<file path="src/rtl/hge_pkg.sv">
package hge_pkg;

   localparam int MAX_DIM     = 1024;
   localparam int DIM_W       = 11;
   localparam int COORD_W     = 10;
   localparam int NODE_W      = 20;
   localparam int CFG_W       = 64;
   localparam int CSR_IDX_W   = 3;
   localparam int NUM_NBR     = 4;
   localparam int NUM_LANE    = NUM_NBR + 1;
   localparam int QUEUE_DEPTH = 16;

   localparam logic [63:0] MIX_ADD  = 64'h9e3779b97f4a7c15;
   localparam logic [63:0] MIX_MUL1 = 64'hbf58476d1ce4e5b9;
   localparam logic [63:0] MIX_MUL2 = 64'h94d049bb133111eb;

   localparam logic [CSR_IDX_W-1:0] CSR_GRID_WIDTH      = 3'd0;
   localparam logic [CSR_IDX_W-1:0] CSR_GRID_HEIGHT     = 3'd1;
   localparam logic [CSR_IDX_W-1:0] CSR_HASH_SEED       = 3'd2;
   localparam logic [CSR_IDX_W-1:0] CSR_BLOCK_THRESHOLD = 3'd3;
   localparam logic [CSR_IDX_W-1:0] CSR_BLOCK_ALL       = 3'd4;
   localparam logic [CSR_IDX_W-1:0] CSR_DIAGONAL_MODE   = 3'd5;

   typedef logic [NODE_W-1:0] node_type;

   typedef struct packed {
      node_type                  from_node;
      node_type [NUM_NBR-1:0]    to_node;
      logic     [NUM_NBR-1:0]    nbr_mask;
   } edge_set_type;

   typedef struct packed {
      logic         valid;
      edge_set_type edges;
   } cand_type;

endpackage

</file>
<file path="src/rtl/hge_index.sv">
module hge_index (
   input  logic                        clock,
   input  logic                        reset,
   input  logic                        accept,
   input  logic [hge_pkg::COORD_W-1:0] col,
   input  logic [hge_pkg::COORD_W-1:0] row,
   input  logic [hge_pkg::DIM_W-1:0]   grid_width,
   input  logic [hge_pkg::DIM_W-1:0]   grid_height,
   input  logic                        diagonal_mode,
   output hge_pkg::cand_type           cand
);
   import hge_pkg::*;

   logic [DIM_W-1:0]         w;
   logic [DIM_W-1:0]         h;
   logic [COORD_W+DIM_W-1:0] prod;
   logic [COORD_W+DIM_W-1:0] lin;

   logic         a_valid_ff;
   node_type     a_node_ff;
   node_type     a_node_in;
   logic         a_in_range_ff, a_in_range_in;
   logic         a_right_ff, a_right_in;
   logic         a_down_ff, a_down_in;
   logic         a_left_ff, a_left_in;

   logic         b_valid_ff;
   edge_set_type b_edges_ff;
   edge_set_type b_edges_in;
   node_type     below;

   always_comb begin
      w = (grid_width > DIM_W'(MAX_DIM)) ? DIM_W'(MAX_DIM) : grid_width;
      h = (grid_height > DIM_W'(MAX_DIM)) ? DIM_W'(MAX_DIM) : grid_height;
      prod = row * w;
      lin = prod + (COORD_W+DIM_W)'(col);
      a_node_in = lin[NODE_W-1:0];
      a_in_range_in = (DIM_W'(col) < w) && (DIM_W'(row) < h);
      a_right_in = (DIM_W'(col) + DIM_W'(1)) < w;
      a_down_in = (DIM_W'(row) + DIM_W'(1)) < h;
      a_left_in = (col != '0);
   end

   always_ff @(posedge clock) begin
      if (reset) begin
         a_valid_ff <= 1'b0;
         b_valid_ff <= 1'b0;
      end else begin
         a_valid_ff <= accept;
         b_valid_ff <= a_valid_ff;
      end
   end

   always_comb begin
      below = a_node_ff + NODE_W'(w);
      b_edges_in.from_node  = a_node_ff;
      b_edges_in.to_node[0] = a_node_ff + NODE_W'(1);
      b_edges_in.to_node[1] = below;
      b_edges_in.to_node[2] = below + NODE_W'(1);
      b_edges_in.to_node[3] = below - NODE_W'(1);
      b_edges_in.nbr_mask[0] = a_in_range_ff & a_right_ff;
      b_edges_in.nbr_mask[1] = a_in_range_ff & a_down_ff;
      b_edges_in.nbr_mask[2] = a_in_range_ff & a_down_ff & a_right_ff & diagonal_mode;
      b_edges_in.nbr_mask[3] = a_in_range_ff & a_down_ff & a_left_ff & diagonal_mode;
   end

   always_ff @(posedge clock) begin
      a_node_ff     <= a_node_in;
      a_in_range_ff <= a_in_range_in;
      a_right_ff    <= a_right_in;
      a_down_ff     <= a_down_in;
      a_left_ff     <= a_left_in;
      b_edges_ff    <= b_edges_in;
   end

   assign cand.valid = b_valid_ff;
   assign cand.edges = b_edges_ff;

endmodule

</file>
<file path="config.mk">
export PLATFORM = sky130hd
export DESIGN_NAME = hge_index
export DESIGN_NICKNAME = d
export VERILOG_FILES = /design/src/rtl/hge_pkg.sv /design/src/rtl/hge_index.sv
export SDC_FILE = /design/constraint.sdc
export NUM_CORES = 1
export LEC_CHECK = 0
export BUFFER_PORTS_ARGS = -buffer_cell sky130_fd_sc_hd__buf_2
export CAP_MARGIN = 0
export CORE_MARGIN = 2
export CORE_UTILIZATION = 60
export DETAILED_ROUTE_END_ITERATION = 8
export HOLD_SLACK_MARGIN = 0.06
export PLACE_DENSITY = 0.81
export SYNTH_ARGS = -nofsm -noshare
export SYNTH_HDL_FRONTEND = slang
export SYNTH_SLANG_ARGS = --single-unit
export TNS_END_PERCENT = 100
</file>
<file path="constraint.sdc">
create_clock -name clock -period 10.5 [get_ports clock]
set_clock_uncertainty 0.05 [all_clocks]
set_input_delay 2.1 -clock clock [delete_from_list [all_inputs] [get_ports clock]]
set_output_delay 2.1 -clock clock [all_outputs]
set_load 0.005 [all_outputs]
</file>
* Word-level counts from Yosys, hierarchy flattened
Index checks and enable logic that the tools add are counted.
Storage, ports and cells: bits in registers 130, bits of input ports 46, output and inout bits 105, logic and storage cells 37
Cells by class: add/sub/neg operators 7, $mul 1, magnitude comparators 6, multiplexer cells 2, bitwise logic cells 6, reductions and logical operators 2
Operators with widths (count):
- $add A20 B1 Y20 const B | 2
- $add A10 B1 Y11 const B | 2
- $gt A11 B11 Y1 const B | 2
- $lt A10 B11 Y1 | 2
- $lt A11 B11 Y1 | 2
- $mux W11 | 2
- $add A20 B10 Y20 | 1
- $add A20 B11 Y20 | 1
- $mul A10 B11 Y20 | 1
- $sub A20 B1 Y20 const B | 1
- $reduce_bool A10 Y1 | 1
- $and A1 B1 Y1 | 6
- $logic_and A1 B1 Y1 | 1

* Longest topological paths before layout
word-level depth 4, gate-level depth with buffers 23, depth with buffers taken out 21

* Least setup slack after synthesis
OpenSTA, ideal clock, no wires.
kind input port to flip-flop, start input port grid_width[10] (netlist bit), end register a_node_ff[19], library setup time 123 ps, arrival time 7102 ps, required time 10327 ps, setup slack 3226 ps, stages on the path 20, path buffers 2, cells stage by stage clkbuf_1 nor2b_1 clkbuf_1 nand2_1 fa_1 inv_1 fa_1 inv_1 fa_1 inv_1 fa_1 fa_1 ha_1 a21o_1 a21oi_1 a31oi_1 o21a_1 o41ai_1 o2111ai_1 xnor2_1
Between the ends: cells in the longest elaborated chain, start to end 4
Ends and longest elaborated chain:
- start: declaration | line hge_index.sv:7 | input logic [hge_pkg::DIM_W-1:0] grid_width,
- $gt A11 B11 Y1 | line hge_index.sv:33 | w = (grid_width > DIM_W'(MAX_DIM)) ? DIM_W'(MAX_DIM) : grid_width;
- $mux W11 * | line hge_index.sv:33
- $mul A10 B11 Y20 * | line hge_index.sv:35 | prod = row * w;
- $add A20 B10 Y20 * | line hge_index.sv:36 | lin = prod + (COORD_W+DIM_W)'(col);
- via lin[19] | line hge_index.sv:17 | logic [COORD_W+DIM_W-1:0] lin;
- end signal: assignment | line hge_index.sv:68 | a_node_ff <= a_node_in;
- end: declaration | line hge_index.sv:20 | node_type a_node_ff;
Mark *: on every way through the listed nets, which the timed path passes. The rest lies on a longest branch. A chain may end at the register's enable or synchronous reset.

* Worst setup path after layout
Ends and elaborated chain as after synthesis.

==> impl_summary.md <==
Final layout
The repair_antennas step left the layout with diodes totalling 0. Of the cells placed in the final design, the portion with a size suffix greater than 1 is 17.3%. The multi-input logic area is 6500 sq um. The post-layout net count is 1,436. In the layout the commonest cells are 150 x buf_2, 146 x inv_1, 129 x dfxtp_1. The number of standard cells in the final layout excluding fillers is 1,425. The synthesis-to-layout area growth is 14.6%. Across the whole layout, storage elements account for 2580 sq um. Leaving out fill and tap cells, the most frequent cell in the layout is buf_2. After filler insertion, the fill cell instance count of the layout stands at 1,201.

Yosys
The share of the yosys chip area belonging to registers is 26.3%. The number of register bits inferred by synthesis is 129. The cell area that synthesis handed to floorplanning was 9810 sq um.

The number of nets in the synthesized netlist is 1,303. Each instance of the synthesized netlist takes up on average 9.22 sq um. For this run, the leading register cell type out of synthesis is dfxtp_1.

The number of warnings reported in the yosys synthesis log is 0. The share of flip-flops with an asynchronous set or reset is 0%. The synthesized netlist cell count is 1,064. The number of enable-type register cells in the synthesized netlist is 0. The netlist uses 71 different library cells.

Detailed routing
The detail route stage leaves a number of antenna-violating nets equal to 0. The routed layout has 7,696 vias. The number of vias per cell is 5.40. For this run, design rule violations remaining after detail routing come to 0.

After detailed routing, the total wire length is 22,000 um. After detailed routing, the average wire length per cell comes to 15.5 um. The number of search-and-repair iterations in the first detailed-routing pass is 5. In this run, the number of DRC markers left after iteration 0 of detailed routing was 370.

Clock network
The count of clock tree sinks is 129. The clock tree synthesis step divided the H-tree into 4 levels. No sink is reached through more buffers than the 2 on the longest clock path. After clock tree synthesis, the setup repair step added 0 buffers. TritonCTS built the clock tree.

The number of clock buffers inserted by TritonCTS is 17. The clock latency of the later-clocked register in the worst-skew pair is 0.42 ns. The number of buffers added to fix hold violations after cts is 0. The cell sitting at the root of the clock tree is a clkbuf_16. Clock-pin slew was measured on the worst setup and hold paths at 0.06 ns. Gates resized during post-CTS repair numbered 0.

Min path
The worst hold path startpoint is a_node_ff[5]. The worst hold path depth is 0. The end point of the most critical hold path is cand[89]. The worst hold path belongs to the class reg2reg.

Place
The cell count after placement is 1,394. The pre-CTS setup slack is 2.41 ns. The count of port buffers added during placement is 150. The half-perimeter wire length after placement is 17,000 um. The congestion estimate from routability-driven global placement came to 0.870.

Floorplan
For this configuration, the core starts out at a cell density of 61.5%. In this run the count of I/O pins placed on the die edge is 151. The die is 132 um tall. The placement row count is 46. The horizontal extent of the die is 132 um.

The core area is 15,900 sq um. The die covers 17,400 sq um.

Critical path
The most frequent cell on the critical path is fa_1. The slowest stage of the critical path belongs to the cell nor2b_1. The largest single stage delay on the critical path is 0.72 ns. Data on the critical path is required at its endpoint by 10.75 ns.

The critical path is of the in2reg type. In this run the critical register-to-register path is captured at cand[63]. The cell count of the worst reg-to-reg path is 11.

The signal on the critical path passes through buf_2 -> nor2b_1 -> nand2_1 -> fa_1 -> inv_1 -> fa_1 -> inv_1 -> fa_1 -> inv_1 -> fa_1 -> fa_1 -> ha_1 -> a21o_1 -> a21oi_1 -> a31oi_1 -> o21a_1 -> o41ai_1 -> o2111ai_1 -> xnor2_1. The critical path endpoint category is a register. The worst setup path is launched from an input port.

The worst register-to-register path has a setup slack of 6.73 ns. The arrival time of data at the critical path endpoint is 7.99 ns. The maximum fanout along the worst path is 23.

The startpoint identified for the worst register-to-register timing path is a_node_ff[0].

Global route
The first global-routing pass estimated 36,800 um of wire. The total routing resource utilization after global routing is 25.9%. The number of antenna violations at the first check in global routing was 0. The number of global-route vias before repair is 7,908. The total grt overflow is 0. Entering global routing, the biggest net connects 24 pins.

STA
The final hold violation count was 0. The final number of max-transition violations is 0. The achievable clock frequency is 129 MHz. Across all hold checks on the routed design, the worst slack comes to 0.361 ns. The ratio of final minimum period to clock period is 73.8%. The setup total negative slack is 0 ns. Setup slack on the critical path of the routed design comes to 2.76 ns. Setup repair after global routing left no endpoint under its margin. The normalized max-slew margin is 37.3%. The final setup violation count is 0. The post-route minimum period is 7.74 ns. The slew of the pin with the lowest slew margin is 0.939 ns.

Power
Power spread over the standard cell area amounts to 239 nW/um^2. The maximum vdd drop is 148 uV. In this run the static leakage power is 5.47 nW.

The total power is 2.69 mW.

Status
The run finished with clean final reports.

Flow run
Across the run, the number of max-cap violations was 0.
==> sequential cells by signal (all words and copies together) (netlist names) <==
signal,count
a_down_ff,1
a_right_ff,1
cand,103
b_valid_ff,1
a_left_ff,1
a_node_ff,20
a_in_range_ff,1
a_valid_ff,1
==> worst max path at each step <==
stage	startpoint	end	slack, ns	depth (start not counted)
CTS	grid_width[10]	a_node_ff[19]	2.80	19
global placement	grid_width[10]	a_node_ff[19]	2.67	19
global route	grid_width[10]	a_node_ff[19]	2.42	19
detailed placement	grid_width[10]	a_node_ff[19]	2.41	19
floorplan	grid_width[10]	a_node_ff[19]	3.23	20
finish	grid_width[10]	a_node_ff[19]	2.76	19
==> worst max-delay path, delay by kind of cell <==
family / cells / cell delay, ns
AO/OA/AOI/OAI: 6 / 1.49
XOR/XNOR: 1 / 0.16
adder cells (fa/ha/maj): 6 / 2.94
buffers and inverters: 4 / 0.39
AND/OR/NAND/NOR: 2 / 0.92
==> report_power, final <==
part           internal [mW]  switching [mW]  leakage [nW]
sequential             0.721           0.120          1.09
combinational          0.559           0.718          4.10
clock                  0.354           0.217         0.278
total                   1.63            1.06          5.47
==> cell families (layout without fill, tap and decap cells) <==
logic type,Yosys count,in the layout,share of synthesized area (%)
fa+ha+maj,193,193,30.7
compound gates,113,113,8.11
xor+xnor,97,97,8.97
mux,3,3,0.306
buf+inv,184,329,7.41
flops,129,129,26.3
simple gates,345,345,18.1
==> metal layers <==
layer	vias up	wire [um]	GRT usage [%]
li1	3732	-	-
met1	3642	9610	31.9
met2	267	10700	45.0
met3	55	1250	5.11
met4	0	490	9.42
met5	-	0	0
==> cell usage after synthesis (all sizes together) (2+ instances only) <==
cell type  number  area (sq um)
and3           11          68.8
dfxtp         129          2580
nor3           22           115
nor4            6          65.1
or3             3          21.3
fa             80          1600
o21a            8          60.1
buf             4          31.3
nor2b          18           113
nand2         114           428
ha            113          1410
a21o           12          91.3
nand4          17           106
nand3          34           185
a21boi          3          22.5
a2111oi         4          35.0
inv           146           548
xnor2          68           626
nor2           41           156
or2             4          25.0
a31oi           4          31.3
and2           55           344
o22ai           2          12.5
and4            4          35.0
nor3b           5          37.5
o31ai           4          30.0
clkbuf         34           148
nand2b          6          37.5
a21oi          35           175
xor2           29           254
o311ai          2          25.0
mux2i           3          30.0
a2111o          2          22.5
o21ai          20           100
==> per-stage QoR <==
stage	cell area [sq um]	util (%)
2_1_floorplan	9810	-
3_3_place_gp	10700	66.9
3_5_place_dp	10700	66.9
4_1_cts	11200	70.5
5_1_grt	11200	70.5
6_report	11200	70.5
==> layout make-up <==
class                   instances  area share [%]
clock inverters                13            1.22
repair buffers                152            6.81
well taps                     216            2.40
inverters                     146            4.87
clock buffers                  18            3.91
flip-flops and latches        129            23.0
multi-input cells             751            57.8
Power figures use the tool's default switching activity.
