--- src/rtl/hge_pkg.sv ---
package hge_pkg;

   localparam int MAX_DIM     = 1024;
   localparam int DIM_W       = 11;
   localparam int COORD_W     = 10;
   localparam int NODE_W      = 20;
   localparam int CFG_W       = 64;
   localparam int CSR_IDX_W   = 3;
   localparam int NUM_NBR     = 4;
   localparam int NUM_LANE    = NUM_NBR + 1;
   localparam int QUEUE_DEPTH = 16;

   localparam logic [63:0] MIX_ADD  = 64'h9e3779b97f4a7c15;
   localparam logic [63:0] MIX_MUL1 = 64'hbf58476d1ce4e5b9;
   localparam logic [63:0] MIX_MUL2 = 64'h94d049bb133111eb;

   localparam logic [CSR_IDX_W-1:0] CSR_GRID_WIDTH      = 3'd0;
   localparam logic [CSR_IDX_W-1:0] CSR_GRID_HEIGHT     = 3'd1;
   localparam logic [CSR_IDX_W-1:0] CSR_HASH_SEED       = 3'd2;
   localparam logic [CSR_IDX_W-1:0] CSR_BLOCK_THRESHOLD = 3'd3;
   localparam logic [CSR_IDX_W-1:0] CSR_BLOCK_ALL       = 3'd4;
   localparam logic [CSR_IDX_W-1:0] CSR_DIAGONAL_MODE   = 3'd5;

   typedef logic [NODE_W-1:0] node_type;

   typedef struct packed {
      node_type                  from_node;
      node_type [NUM_NBR-1:0]    to_node;
      logic     [NUM_NBR-1:0]    nbr_mask;
   } edge_set_type;

   typedef struct packed {
      logic         valid;
      edge_set_type edges;
   } cand_type;

endpackage

--- src/rtl/hge_queue.sv ---
module hge_queue #(
   parameter int DEPTH = hge_pkg::QUEUE_DEPTH
) (
   input  logic                  clock,
   input  logic                  reset,
   input  logic                  accept,
   input  logic                  push,
   input  hge_pkg::edge_set_type push_set,
   input  logic                  drop,
   output logic                  busy,
   output logic                  rsp_valid,
   output hge_pkg::node_type     rsp_from_node,
   output hge_pkg::node_type     rsp_to_node,
   output logic                  rsp_last_edge
);
   import hge_pkg::*;

   localparam int PTR_W = (DEPTH > 1) ? $clog2(DEPTH) : 1;
   localparam int CNT_W = $clog2(DEPTH + 1);
   localparam int SEL_W = $clog2(NUM_NBR);

   edge_set_type fifo_mem [DEPTH];
   edge_set_type head;

   logic [PTR_W-1:0] wr_ptr_ff, wr_ptr_in;
   logic [PTR_W-1:0] rd_ptr_ff, rd_ptr_in;
   logic [CNT_W-1:0] fill_ff, fill_in;
   logic [CNT_W-1:0] credit_ff, credit_in;

   logic                      cur_valid_ff, cur_valid_in;
   node_type                  cur_from_ff;
   node_type [NUM_NBR-1:0]    cur_to_ff;
   logic     [NUM_NBR-1:0]    cur_mask_ff, cur_mask_in;

   logic [SEL_W-1:0]   sel;
   logic [NUM_NBR-1:0] rest;
   logic               emit;
   logic               cur_last;
   logic               pop;

   logic     rsp_valid_ff;
   node_type rsp_from_ff, rsp_to_ff;
   logic     rsp_last_ff;

   assign head = fifo_mem[rd_ptr_ff];

   always_comb begin
      sel = '0;
      for (int i = NUM_NBR - 1; i >= 0; i--) begin
         if (cur_mask_ff[i]) begin
            sel = SEL_W'(i);
         end
      end
      rest = cur_mask_ff & ~(NUM_NBR'(1) << sel);
      emit = cur_valid_ff;
      cur_last = emit && (rest == '0);
      pop = (!cur_valid_ff || cur_last) && (fill_ff != '0);

      wr_ptr_in = wr_ptr_ff;
      if (push) begin
         wr_ptr_in = (wr_ptr_ff == PTR_W'(DEPTH - 1)) ? '0 : wr_ptr_ff + PTR_W'(1);
      end
      rd_ptr_in = rd_ptr_ff;
      if (pop) begin
         rd_ptr_in = (rd_ptr_ff == PTR_W'(DEPTH - 1)) ? '0 : rd_ptr_ff + PTR_W'(1);
      end
      fill_in = fill_ff + CNT_W'(push) - CNT_W'(pop);
      credit_in = credit_ff + CNT_W'(accept) - CNT_W'(pop) - CNT_W'(drop);

      priority if (pop) begin
         cur_valid_in = 1'b1;
         cur_mask_in = head.nbr_mask;
      end else if (emit) begin
         cur_valid_in = (rest != '0);
         cur_mask_in = rest;
      end else begin
         cur_valid_in = cur_valid_ff;
         cur_mask_in = cur_mask_ff;
      end
   end

   always_ff @(posedge clock) begin
      if (reset) begin
         wr_ptr_ff    <= '0;
         rd_ptr_ff    <= '0;
         fill_ff      <= '0;
         credit_ff    <= '0;
         cur_valid_ff <= 1'b0;
         rsp_valid_ff <= 1'b0;
      end else begin
         wr_ptr_ff    <= wr_ptr_in;
         rd_ptr_ff    <= rd_ptr_in;
         fill_ff      <= fill_in;
         credit_ff    <= credit_in;
         cur_valid_ff <= cur_valid_in;
         rsp_valid_ff <= emit;
      end
   end

   always_ff @(posedge clock) begin
      if (push) begin
         fifo_mem[wr_ptr_ff] <= push_set;
      end
      if (pop) begin
         cur_from_ff <= head.from_node;
         cur_to_ff   <= head.to_node;
      end
      cur_mask_ff <= cur_mask_in;
      rsp_from_ff <= cur_from_ff;
      rsp_to_ff   <= cur_to_ff[sel];
      rsp_last_ff <= cur_last;
   end

   assign busy          = (credit_ff == CNT_W'(DEPTH));
   assign rsp_valid     = rsp_valid_ff;
   assign rsp_from_node = rsp_from_ff;
   assign rsp_to_node   = rsp_to_ff;
   assign rsp_last_edge = rsp_last_ff;

   a_no_overflow: assert property (@(posedge clock) disable iff (reset)
      (push && (fill_ff == CNT_W'(DEPTH))) |-> pop)
      else $error("edge queue written while full");

   a_credit_covers_fill: assert property (@(posedge clock) disable iff (reset)
      credit_ff >= fill_ff)
      else $error("queue holds more words than were admitted");

   a_cur_not_empty: assert property (@(posedge clock) disable iff (reset)
      cur_valid_ff |-> (cur_mask_ff != '0))
      else $error("active cell has no edge left");

   a_one_source: assert property (@(posedge clock) disable iff (reset)
      !(push && drop))
      else $error("cell both queued and dropped");

   a_last_closes: assert property (@(posedge clock) disable iff (reset)
      (rsp_valid_ff && !rsp_last_ff) |-> cur_valid_ff)
      else $error("cell closed without a last word");

endmodule

--- config.mk ---
export PLATFORM = sky130hd
export DESIGN_NAME = hge_queue
export DESIGN_NICKNAME = d
export VERILOG_FILES = /design/src/rtl/hge_pkg.sv /design/src/rtl/hge_queue.sv
export SDC_FILE = /design/constraint.sdc
export NUM_CORES = 1
export LEC_CHECK = 0
export BUFFER_PORTS_ARGS = -buffer_cell sky130_fd_sc_hd__buf_2
export CORE_MARGIN = 5
export CORE_UTILIZATION = 25
export CTS_BUF_LIST = sky130_fd_sc_hd__clkbuf_8
export CTS_CLUSTER_SIZE = 24
export DETAILED_ROUTE_END_ITERATION = 10
export GPL_ROUTABILITY_DRIVEN = 0
export PLACE_DENSITY = 0.41
export SLEW_MARGIN = 20
export SYNTH_ARGS = -nofsm -noshare
export SYNTH_HDL_FRONTEND = slang
export SYNTH_SLANG_ARGS = --single-unit
--- constraint.sdc ---
create_clock -name clock -period 12.07 [get_ports clock]
set_clock_uncertainty 0.2 [all_clocks]
set_input_delay 1.8105 -clock clock [delete_from_list [all_inputs] [get_ports clock]]
set_output_delay 1.8105 -clock clock [all_outputs]
set_load 0.01 [all_outputs]
**Word level (Yosys, flattened, before mapping)**

Memories as Yosys holds them, arrays and structs flattened. A register that Yosys moved wholly into a read port is not among the register bits.
Cells that the tools add are included.

- $add $sub $neg: 7
- Magnitude comparators: 1
- Eq/ne operators: 3
- Shift-type cells: 1
- Mux-type cells: 16
- Bitwise logic cells: 2
- Reduce and logical (&&, ||, !) cells: 8

Operators with widths:

| kind | number |
|---|---|
| 20-bit binary-select mux with 2-bit select | 1 |
| 4-bit two-way mux | 6 |
| 20-bit two-way mux | 1 |
| 5-bit by 1-bit subtractor with 5-bit output | 3 |
| 5-bit by 1-bit adder with 5-bit output | 2 |
| 4-bit by 1-bit adder with 4-bit output (second input constant) | 2 |
| 4-bit == test (second input constant) | 2 |
| 2-bit two-way mux | 4 |
| 5-bit == test (second input constant) | 1 |
| 5-bit nonzero test | 1 |
| 4-bit bitwise AND | 1 |
| 4-bit zero test | 1 |
| 1-bit two-way mux | 4 |
| 4-bit NOT | 1 |
| 4-bit nonzero test | 1 |
| 1-bit by 2-bit left shift with 4-bit output (first input constant) | 1 |
| 2-bit by 3-bit < comparator with 1-bit output (second input constant) | 1 |
| 1-bit logical AND | 2 |
| 2-bit nonzero test | 1 |
| 1-bit zero test | 1 |
| 1-bit logical OR | 1 |

- Bits in registers: 165
- Bits in writable memories: 1,664
- Bits of input ports: 109
- Output and inout bits: 43
- Memories: 1

Memory list:

| memory | words | width | rd ports | clocked after Yosys merged registers in | wr ports | RTL line | text |
|---|---|---|---|---|---|---|---|
| fifo_mem | 16 | 104 | 1 | 1 | 1 | hge_queue.sv:22 | `edge_set_type fifo_mem [DEPTH];` |

**Depth between registers and ports, before layout**

- Depth after elaboration: 13
- Mapped depth: 14
- Mapped depth without buffers: 13

**Worst setup path after synthesis**

No wires, ideal clock.

- Path kind: input -> register
- From: in push
- To: mem fifo_mem[3][0] (netlist name) (enable)
- Library setup time: 694 ps
- Data arrival time: 9,292 ps
- Required time: 11,176 ps
- Path slack: 1,883 ps
- Stages on the path: 3
- Path buffers: 1
- Path through: clkbuf_1 nand2_1 nor3_1

- Longest elaborated chain between the ends: 2

Ends and longest elaborated chain:

| what | RTL line | text |
|---|---|---|
| start: declaration | hge_queue.sv:7 | `input logic push,` |
| 1-bit two-way mux | hge_queue.sv:101 | `if (push) begin` |
| 1-bit two-way mux (not written as such) | hge_queue.sv:102 | `fifo_mem[wr_ptr_ff] <= push_set;` |
| end: declaration | hge_queue.sv:22 |  |

No other way between the ends.

**Final worst setup path**

- From: in push
- To: mem fifo_mem[8][62] (netlist name) (enable)

The elaborated chain is that of the path after synthesis.

==> flow_summary.yaml <==
logic_synthesis:
  syn_nets: 2812
  async_flop_share: 0
  ys_top_cells_by_count: "edfxtp_1 (1,768), mux4_2 (519), dfxtp_1 (65), clkbuf_1 (56), buf_2 (40)"
  synth_enable_flop_cells: 1768
  yosys-mux-area-fraction: 0.175
  syn_area_sq_mm: 0.0682
  yosys.area_share.simple: 0.00468
  synth_top_area_share: 0.778
  synthAdderAreaFrac: 0.00400
  ys_ff_latch: 1833
  synth_most_common_cell: "edfxtp_1"
  synth_area_leaders: "edfxtp_1 (78%), mux4_2 (17%), dfxtp_1 (1.9%), buf_6 (0.46%), mux2i_1 (0.35%)"
  ys.flop_type: "edfxtp_1"
  synth_compound_area_frac: 0.00616
  synth_xor_area_frac: 0.000770
  synth_top_family_by_area: "multiplexers"
  avgSynthCellArea_sq_um: 25.4
  synth-seq-area-share: 0.797
  synth_top_cell_by_area: "edfxtp_1"
  synthCells: 2683
  synth_cell_type_count: 40
  yosys_warnings: 0
timing:
  finalCritPeriodShare: 0.373
  hold_viol_final: 0
  fin_crit_ns: 4.50
  hold_ws_ns: 0.140
  setup_viol: 0
  rsz0062_at_grt: "false"
  fmax_mhz: 222
  setup_ws_ns: 7.57
  finalMaxSlewViolations: 0
  fin_setup_tns_ns: 0
  worst_slew_pin_slew_ns: 1.08
  max-slew-margin-rel: 0.279
layout:
  utilization: 0.292
  drive_gt1_frac: 0.346
  num-nets-final: 3233
  syn_to_final_growth_pct: 16.3
worst_setup_path:
  path_class: "input port to flip-flop"
  r2r_start: "wr_ptr_ff[0]"
  crit_fanout: 45
  worstPathArrival_ns: 4.84
  end_kind: "flip-flop"
  crit_required_ns: 12.41
  r2r_slack_ns: 7.99
  start_kind: "input port"
  reg2reg_depth: 6
  r2r-end: "fifo_mem[8][62]"
detailed_routing:
  wl_per_cell_um: 25.8
  antenna_left: 0
  drt_drc_violations_left: 0
  drt-initial-drc-count: 2525
  wl_um: 178000
  via_count: 30300
  avgViaCountPerCell: 4.38
  first_pass_iters: 5
clocking:
  postCtsSetupBuffers: 0
  tritoncts: "done"
  clk_path_buf_depth: 4
  clk_latency_ns: 1.03
  cts_resized: 0
  cts_root_buf: "clkbuf_8"
  clk_pin_slew_ns: 0.06
  cts-buffers-inserted: 334
  htree_levels: 5
  cts.sinks: 1833
  cts_hold_buf: 0
grt:
  antenna_found_initial: 71
  grt_pass1_vias: 32800
  overflow: 0
  grt_use_met2: 0.196
  met1_usage: 0.171
  grt_usage: 0.124
  grt_first_pass_wirelength_um: 253000
  busiest_layer: "met2"
  met3_usage: 0.0296
  grt_start_max_net_pins: 136
floorplanning:
  ioPinCount: 152
  coreArea_sq_mm: 0.271
  die_w_um: 532
  core.rowCount: 191
  initial_utilization: 0.251
  die_area_sq_mm: 0.283
  die_y_um: 532
power:
  power.leakage_nw: 24.4
  power_density_mw_per_mm2: 209
  p_total_mw: 16.6
  ir_worst_vdd_mv: 0.302
place:
  pre_cts_slack_ns: 6.49
  io_buffer_count: 151
  dp.final_hpwl_um: 93200
worst_hold_path:
  hold_end: "rsp_from_node[11]"
  min_from: "cur_from_ff[11]"
  min_path_type: "flip-flop to flip-flop"
  worstHoldPathCells: 0
job:
  maxCapViolations: 0
status:
  status: "complete, no violations"
-- how the worst max path moves through the flow --
stage	start	end	slack (ns)
global route	push	fifo_mem[8][62]	7.49
finish	push	fifo_mem[8][62]	7.57
global placement	push	fifo_mem[8][50]	6.49
detailed placement	push	fifo_mem[8][54]	6.49
CTS	push	fifo_mem[8][62]	7.58
floorplan	push	fifo_mem[3][0]	1.88
-- worst max-delay path: stages --
cell and delay (ns):
buf_2 0.22, nand2_1 0.26, nor2_4 0.73, buf_4 0.92, buf_4 0.82
-- cells by family (layout without fill, tap and decap cells) --
logic type / after synthesis / count (layout)
AO/OA/AOI/OAI: 66 / 66
XOR/XNOR: 6 / 6
adder cells (fa/ha/maj): 20 / 20
buffers and inverters: 149 / 796
flip-flops: 1833 / 1833
multiplexers: 544 / 544
other: 0 / 17
AND/OR/NAND/NOR: 65 / 65
-- flip-flops by register name, summed over array words and instances (netlist names), named ones only --
| name | flops |
|---|---|
| cur_to_ff | 80 |
| fifo_mem | 1664 |
| rd_ptr_ff | 4 |
| wr_ptr_ff | 4 |
| fill_ff | 5 |
| cur_valid_ff | 1 |
| rsp_valid | 1 |
| rsp_last_edge | 1 |
| rsp_to_node | 20 |
| cur_mask_ff | 4 |
| rsp_from_node | 20 |
| credit_ff | 5 |
| cur_from_ff | 20 |
-- metal layers --
metal,part of all wire,vias to the layer above
li1,-,12500
met5,0.00088,-
met4,0.023,26
met1,0.45,16500
met3,0.058,346
met2,0.47,876
-- layout make-up --
class | count | area (sq um)
Tap cell | 3570 | 4470
Inverter | 19 | 71.3
Timing Repair Buffer | 215 | 1360
Antenna cell | 17 | 42.5
Fill cell | 26200 | 192000
Clock inverter | 211 | 1000
Sequential cell | 1833 | 54400
Multi-Input combinational cell | 701 | 13200
Clock buffer | 351 | 4830
-- power by group --
| group | switching [mW] | internal [mW] | leakage [nW] |
|---|---|---|---|
| logic | 1.95 | 1.66 | 4.46 |
| clock network | 2.51 | 2.77 | 3.37 |
| registers | 0.232 | 7.49 | 16.6 |
-- layout by cell type, fill, tap and decap left out, types with 20 or more instances in the layout --
master    synthesis  layout
mux4_2          519     519
clkbuf_8          0     351
buf_4             0      54
dfxtp_1          65      61
edfxtp_1       1768    1768
inv_1            19     124
clkinv_1          0      68
mux2i_1          24      24
clkinv_2          0      21
buf_2            40     151
a22oi_1          20      20
o21ai_0          23      23
-- metrics by stage --
step / instance area, sq um / instances
final: 79300 / 6917
after global routing: 79300 / 6903
after CTS: 79300 / 6900
after detailed placement: 73500 / 6338
after global placement: 73500 / 6337
after floorplan: 68200 / 2683
(Power assumes the default switching activity.)
